File: src/rtl/dtsg_pkg.sv
`timescale 1ns / 1ps
`default_nettype none

package dtsg_pkg;

	// field and register widths
	localparam int RATE_W   = 18;
	localparam int FREQ_W   = 17;
	localparam int SAMPLE_W = 14;
	localparam int TAB_W    = 13;

	// step counter of the serial divider, holds up to RATE_W
	localparam int CNT_W = 5;

	localparam logic [RATE_W-1:0] RATE_RESET = 18'd48000;

	// pi/2 in Q2.62
	localparam logic [63:0] HALF_PI_Q62 = 64'h6487ED5110B4611A;

	// sine at multiples of 30 degrees, scaled by 2048
	localparam logic signed [TAB_W-1:0] EXACT_TWELFTHS [12] = '{
		13'sd0, 13'sd1024, 13'sd1773, 13'sd2048, 13'sd1773, 13'sd1024,
		13'sd0, -13'sd1024, -13'sd1773, -13'sd2048, -13'sd1773, -13'sd1024
	};

	// request from the top level to one phase lane
	typedef struct packed {
		logic start;
		logic clear;
		logic run;
	} lane_cmd_t;

	// request from a lane to its serial divider
	typedef struct packed {
		logic             start;
		logic [CNT_W-1:0] steps;
	} div_cmd_t;

endpackage

`default_nettype wire

File: src/rtl/dtsg_div.sv
`timescale 1ns / 1ps
`default_nettype none

module dtsg_div (
	input  wire logic                          clk,
	input  wire logic                          arst_n,
	input  wire dtsg_pkg::div_cmd_t            cmd,
	input  wire logic [dtsg_pkg::RATE_W-1:0]   numer,
	input  wire logic [dtsg_pkg::RATE_W-1:0]   rem_init,
	input  wire logic [dtsg_pkg::RATE_W-1:0]   denom,
	output logic                               busy,
	output logic      [dtsg_pkg::RATE_W-1:0]   quo,
	output logic      [dtsg_pkg::RATE_W-1:0]   rem
);

	import dtsg_pkg::*;

	logic              busy_q;
	logic [CNT_W-1:0]  cnt_q;
	logic [RATE_W-1:0] num_q;
	logic [RATE_W-1:0] quo_q;
	logic [RATE_W-1:0] rem_q;
	logic [RATE_W:0]   trial;
	logic [RATE_W:0]   diff;
	logic              fits;

	// one restoring step: bring down the next dividend bit
	assign trial = {rem_q, num_q[RATE_W-1]};
	assign diff  = trial - {1'b0, denom};
	assign fits  = trial >= {1'b0, denom};

	// step counter
	always_ff @(posedge clk or negedge arst_n) begin
		if (!arst_n) begin
			busy_q <= 1'b0;
			cnt_q  <= '0;
		end else if (cmd.start) begin
			busy_q <= 1'b1;
			cnt_q  <= cmd.steps;
		end else if (busy_q) begin
			cnt_q <= cnt_q - 1'b1;
			if (cnt_q == CNT_W'(1)) begin
				busy_q <= 1'b0;
			end
		end
	end

	// dividend, quotient and remainder shift registers
	always_ff @(posedge clk) begin
		if (cmd.start) begin
			num_q <= numer;
			rem_q <= rem_init;
			quo_q <= '0;
		end else if (busy_q) begin
			num_q <= {num_q[RATE_W-2:0], 1'b0};
			quo_q <= {quo_q[RATE_W-2:0], fits};
			rem_q <= fits ? diff[RATE_W-1:0] : trial[RATE_W-1:0];
		end
	end

	assign busy = busy_q;
	assign quo  = quo_q;
	assign rem  = rem_q;

endmodule

`default_nettype wire

File: src/rtl/dtsg_lane.sv
`timescale 1ns / 1ps
`default_nettype none

module dtsg_lane #(
	parameter int SINE_ENTRIES = 1024
) (
	input  wire logic                               clk,
	input  wire logic                               arst_n,
	input  wire dtsg_pkg::lane_cmd_t                cmd,
	input  wire logic [dtsg_pkg::FREQ_W-1:0]        freq,
	input  wire logic [dtsg_pkg::RATE_W-1:0]        rate,
	output logic                                    idle,
	output logic      [$clog2(SINE_ENTRIES)-1:0]    idx
);

	import dtsg_pkg::*;

	localparam int IDX_W  = $clog2(SINE_ENTRIES);
	localparam int PROD_W = RATE_W + $clog2(SINE_ENTRIES + 1);

	typedef enum logic [2:0] {
		L_IDLE,
		L_PMOD,
		L_MUL,
		L_QSTART,
		L_IDX,
		L_FMOD,
		L_ADV
	} state_t;

	state_t            state_q;
	logic [RATE_W-1:0] phase_q;
	logic [RATE_W-1:0] work_q;
	logic [RATE_W-1:0] fr_q;
	logic [FREQ_W-1:0] freq_q;
	logic [PROD_W-1:0] prod_q;
	logic [IDX_W-1:0]  idx_q;

	logic [RATE_W-1:0] ph_in;
	logic              ph_ge;
	logic              freq_ge;
	logic [RATE_W:0]   adv_sum;
	logic              adv_wrap;

	div_cmd_t          div_cmd;
	logic [RATE_W-1:0] div_num;
	logic [RATE_W-1:0] div_rem_init;
	logic              div_busy;
	logic [RATE_W-1:0] div_quo;
	logic [RATE_W-1:0] div_rem;

	// phase seen by this sample, after an optional segment restart
	assign ph_in    = cmd.clear ? '0 : phase_q;
	assign ph_ge    = ph_in >= rate;
	assign freq_ge  = {1'b0, freq_q} >= rate;
	assign adv_sum  = {1'b0, work_q} + {1'b0, fr_q};
	assign adv_wrap = adv_sum >= {1'b0, rate};

	// divider requests: phase reduction, table index, frequency reduction
	always_comb begin
		div_cmd      = '0;
		div_num      = '0;
		div_rem_init = '0;
		case (state_q)
			L_IDLE: begin
				div_cmd.start = cmd.start && cmd.run && ph_ge;
				div_cmd.steps = CNT_W'(RATE_W);
				div_num       = ph_in;
			end
			L_QSTART: begin
				div_cmd.start = 1'b1;
				div_cmd.steps = CNT_W'(IDX_W);
				div_num       = RATE_W'(prod_q[IDX_W-1:0]) << (RATE_W - IDX_W);
				div_rem_init  = RATE_W'(prod_q >> IDX_W);
			end
			L_IDX: begin
				div_cmd.start = !div_busy && freq_ge;
				div_cmd.steps = CNT_W'(FREQ_W);
				div_num       = RATE_W'(freq_q) << (RATE_W - FREQ_W);
			end
			default: begin
			end
		endcase
	end

	dtsg_div u_div (
		.clk      (clk),
		.arst_n   (arst_n),
		.cmd      (div_cmd),
		.numer    (div_num),
		.rem_init (div_rem_init),
		.denom    (rate),
		.busy     (div_busy),
		.quo      (div_quo),
		.rem      (div_rem)
	);

	// lane sequencer
	always_ff @(posedge clk or negedge arst_n) begin
		if (!arst_n) begin
			state_q <= L_IDLE;
			phase_q <= '0;
			work_q  <= '0;
			fr_q    <= '0;
			freq_q  <= '0;
			prod_q  <= '0;
			idx_q   <= '0;
		end else begin
			case (state_q)
				L_IDLE: begin
					if (cmd.start) begin
						freq_q <= freq;
						if (!cmd.run) begin
							phase_q <= ph_in;
						end else if (ph_ge) begin
							state_q <= L_PMOD;
						end else begin
							work_q  <= ph_in;
							state_q <= L_MUL;
						end
					end
				end
				L_PMOD: begin
					if (!div_busy) begin
						work_q  <= div_rem;
						state_q <= L_MUL;
					end
				end
				L_MUL: begin
					prod_q  <= PROD_W'(work_q) * PROD_W'(SINE_ENTRIES);
					state_q <= L_QSTART;
				end
				L_QSTART: begin
					state_q <= L_IDX;
				end
				L_IDX: begin
					if (!div_busy) begin
						idx_q <= div_quo[IDX_W-1:0];
						if (freq_ge) begin
							state_q <= L_FMOD;
						end else begin
							fr_q    <= RATE_W'(freq_q);
							state_q <= L_ADV;
						end
					end
				end
				L_FMOD: begin
					if (!div_busy) begin
						fr_q    <= div_rem;
						state_q <= L_ADV;
					end
				end
				L_ADV: begin
					phase_q <= adv_wrap ? RATE_W'(adv_sum - {1'b0, rate}) : RATE_W'(adv_sum);
					state_q <= L_IDLE;
				end
				default: begin
					state_q <= L_IDLE;
				end
			endcase
		end
	end

	assign idle = state_q == L_IDLE;
	assign idx  = idx_q;

endmodule

`default_nettype wire

File: config.mk
export PLATFORM = sky130hd
export DESIGN_NAME = dtsg_lane
export DESIGN_NICKNAME = d
export VERILOG_FILES = /design/src/rtl/dtsg_pkg.sv /design/src/rtl/dtsg_div.sv /design/src/rtl/dtsg_lane.sv
export SDC_FILE = /design/constraint.sdc
export NUM_CORES = 1
export LEC_CHECK = 0
export BUFFER_PORTS_ARGS = -buffer_cell sky130_fd_sc_hd__buf_2
export CELL_PAD_IN_SITES_DETAIL_PLACEMENT = 1
export CELL_PAD_IN_SITES_GLOBAL_PLACEMENT = 2
export CORE_UTILIZATION = 31
export DETAILED_ROUTE_END_ITERATION = 7
export GPL_TIMING_DRIVEN = 1
export PLACE_DENSITY = 0.67
export SYNTH_ARGS = -nofsm -noshare
export SYNTH_HDL_FRONTEND = slang
export SYNTH_SLANG_ARGS = --single-unit
File: constraint.sdc
create_clock -name clk -period 9.9 [get_ports clk]
set_input_delay 0.99 -clock clk [delete_from_list [all_inputs] [get_ports clk]]
set_output_delay 0.99 -clock clk [all_outputs]
set_load 0.1 [all_outputs]
==> summary.md <==
| Metric | Value |
|---|---|
| Fillcell total | 3892 |
| Warning count from the yosys run | 0 |
| Rows | 67 |
| Worst-Skew Late Latency | 0.44 ns |
| Ys async rst share | 70.1% |
| Gpl congestion | 0.871 |
| Final setup viols | 0 |
| Vias in the first global route | 8922 |
| # hold bufs at CTS | 0 |
| Post-CTS resize count | 0 |
| Post-Syn Area per Cell | 9.53 µm² |
| TritonCTS clock tree | done |
| Top Ports | 51 |
| Register area | 0.00398 mm² |
| Antenna Nets Post-Route | 0 |
| Per-cell routed wire length | 20.9 µm |
| CP startpoint | work_q[0] |
| Post-DR vias/cell | 5.29 |
| Crit Reg-Reg Startpoint | work_q[0] |
| Slew Limit Fails | 0 |
| DRC violations left | 0 |
| Initial antenna violation count | 1 |
| Slew @ Worst Pin | 1.13 ns |
| Routed wire length | 33.6 mm |
| Unrepaired setup endpoints after global routing | no |
| GR Overflow Total | 0 |
| Hold Fails Final Rpt | 0 |
| Area delta synth->final | 12.0% |
| Worst Setup End Kind | register |
| Mux contribution to synthesized area | 11.7% |
| Max-Cap Viols | 0 |
| # port buffers | 50 |
| Dpl hpwl | 26.1 mm |
| Final setup TNS | 0 ns |
| Die X-Extent | 187 µm |
| Fin nets | 1285 |
| Cts bufs inserted | 17 |
| First-pass GRT wire length | 52.8 mm |
| CP Max Fanout | 18 |
| H-tree Lvls | 4 |
| Synth Area in XOR/XNOR | 3.13% |
| Core area | 0.0337 mm² |
| Final worst path period share | 51.2% |
| Clock root cell | clkbuf_16 |
| Ant diodes | 0 |
| CTS sink count | 154 |
| Pre-antenna DRT Iters | 7 |
| Simple-gate share of the synthesized area | 13.4% |
| Startpoint types | register |
| Hold path startpoint | idx[6] |
| Setup bufs post-CTS | 0 |
| Slew headroom | 24.4% |
| WHS Path Cells | 1 |
| Yosys cell types | 74 |
| Main combinational cell family by area after synthesis | compound AO/OA/AOI/OAI gates |
| Worst Hold Class | reg -> reg |
| Adder-cell share of the synthesized area | 11.3% |
| Worst EP arrival | 5.35 ns |
| Sequential cell area fraction in the yosys report | 37.4% |
| Synthesized Nets | 1251 |
| Largest net degree at the start of global routing | 65 |
| Multi-input gate area | 0.00626 mm² |
| Run status | finished clean |
| Maximum clock rate | 0.197 GHz |
| Post-Synthesis Cell Area | 0.0106 mm² |
| Via count | 8523 |
| Synth Instances | 1117 |
| DIE AREA | 0.0351 mm² |
| Fin crit period | 5.07 ns |
| Die Y | 187 µm |
| Proportion of layout cells with a drive suffix above 1 | 16.7% |
| Worst-path clk slew | 0.08 ns |
| Worst EP required | 10.18 ns |
| Clock Skew | 0.0139 ns |
| Clk buf depth | 2 |
| Synth Area in Compound Gates | 19.2% |
| Total GRT Usage | 19.7% |
| Category of the most critical setup path | reg -> reg |
| Post-synth EDFFs | 36 |
| Post-Layout Inst Area | 0.0119 mm² |
| Initial Util | 31.6% |
| Placed Area | 0.0114 mm² |
| Most used DFF post-synth | dfrtp_1 |
| DRT iter0 DRCs | 347 |
| Yosys reg bits | 154 |
| Worst reg2reg path depth | 17 |
==> per-layer routing <==
layer,track usage [%],share of wire (%)
met1,25.8,46
met5,0,0
met2,33.4,49
met4,6.37,2.4
met3,2.76,2.2
==> cell usage after synthesis, types with 25 or more instances <==
master	instances	share of area, %
mux2_2	66	7.0
nand2_1	77	2.7
dfrtp_1	108	25
mux2i_1	43	4.0
clkbuf_1	32	1.1
inv_1	55	1.9
a21oi_1	103	4.8
nor2_1	96	3.4
nand2b_1	27	1.6
o21ai_0	71	3.3
ha_1	91	11
a21o_1	25	1.8
edfxtp_1	36	10
==> path summary, 6_finish.rpt <==
check                              endpoint  slack (ns)
worst max-delay path            phase_q[14]        4.83
worst min-delay path                 idx[6]        0.51
worst max register to register  phase_q[14]        4.83
worst min register to register       idx[6]        0.51
max in group asynchronous          fr_q[16]        8.01
min in group asynchronous          fr_q[13]        0.58
==> cells by family after synthesis <==
family	Yosys count
compound gates	315
xor+xnor	38
fa+ha+maj	94
buf+inv	103
flops	154
mux	114
simple gates	299
==> layout make-up <==
class	count	area share [%]
multi-input combinational	860	52.5
sequential	154	33.4
tap	448	4.70
clock buffer	18	3.68
timing repair buffer	63	2.94
inverter	55	1.73
clock inverter	14	1.05
==> sequential cells by signal (all words and copies together), names as in the netlist, 17 cells and up <==
register     cells
freq_q          17
prod_q          18
fr_q            18
u_div.rem       18
work_q          18
phase_q         18
u_div.num_q     18
==> cell usage in the layout, fill, tap and decap left out, types with 19 or more instances in the layout <==
master      n
nor2_1     96
buf_2      49
xnor2_1    23
nand2_1    77
mux2i_1    43
a21o_1     25
nand2b_1   27
nand3_1    19
inv_1      55
dfrtp_1   108
nor3_1     22
mux2_2     66
o21ai_0    71
a21oi_1   103
a211oi_1   19
ha_1       91
edfxtp_1   36
==> per-stage QoR <==
step / std cells / hold slack (ns) / utilization, % / setup WS [ns]
3_3_place_gp: 1580 / 0.480 / 33.7 / 4.62
6_report: 1612 / 0.506 / 35.4 / 4.83
3_5_place_dp: 1580 / 0.479 / 33.7 / 4.50
4_1_cts: 1612 / 0.511 / 35.4 / 4.85
2_1_floorplan: 1117 / 0.454 / - / 5.51
5_1_grt: 1612 / 0.529 / 35.4 / 4.43
==> worst max-delay path: stages (launching register included) <==
cell and delay, ns:
dfrtp_1 0.38, ha_1 0.20, inv_1 0.06, fa_1 0.40, nor2b_1 0.17, o31a_1 0.21
a21oi_1 0.20, a211oi_1 0.37, nor2_1 0.07, o311ai_0 0.62, ha_1 0.39, a21oi_1 0.22
o21ai_0 0.14, a211oi_1 0.30, o31ai_2 0.16, nor2_4 0.54, mux2i_1 0.35, a21oi_1 0.11
Power is not shown: default switching activity piles up to over one toggle a cycle in this logic, so the estimate is an artifact.
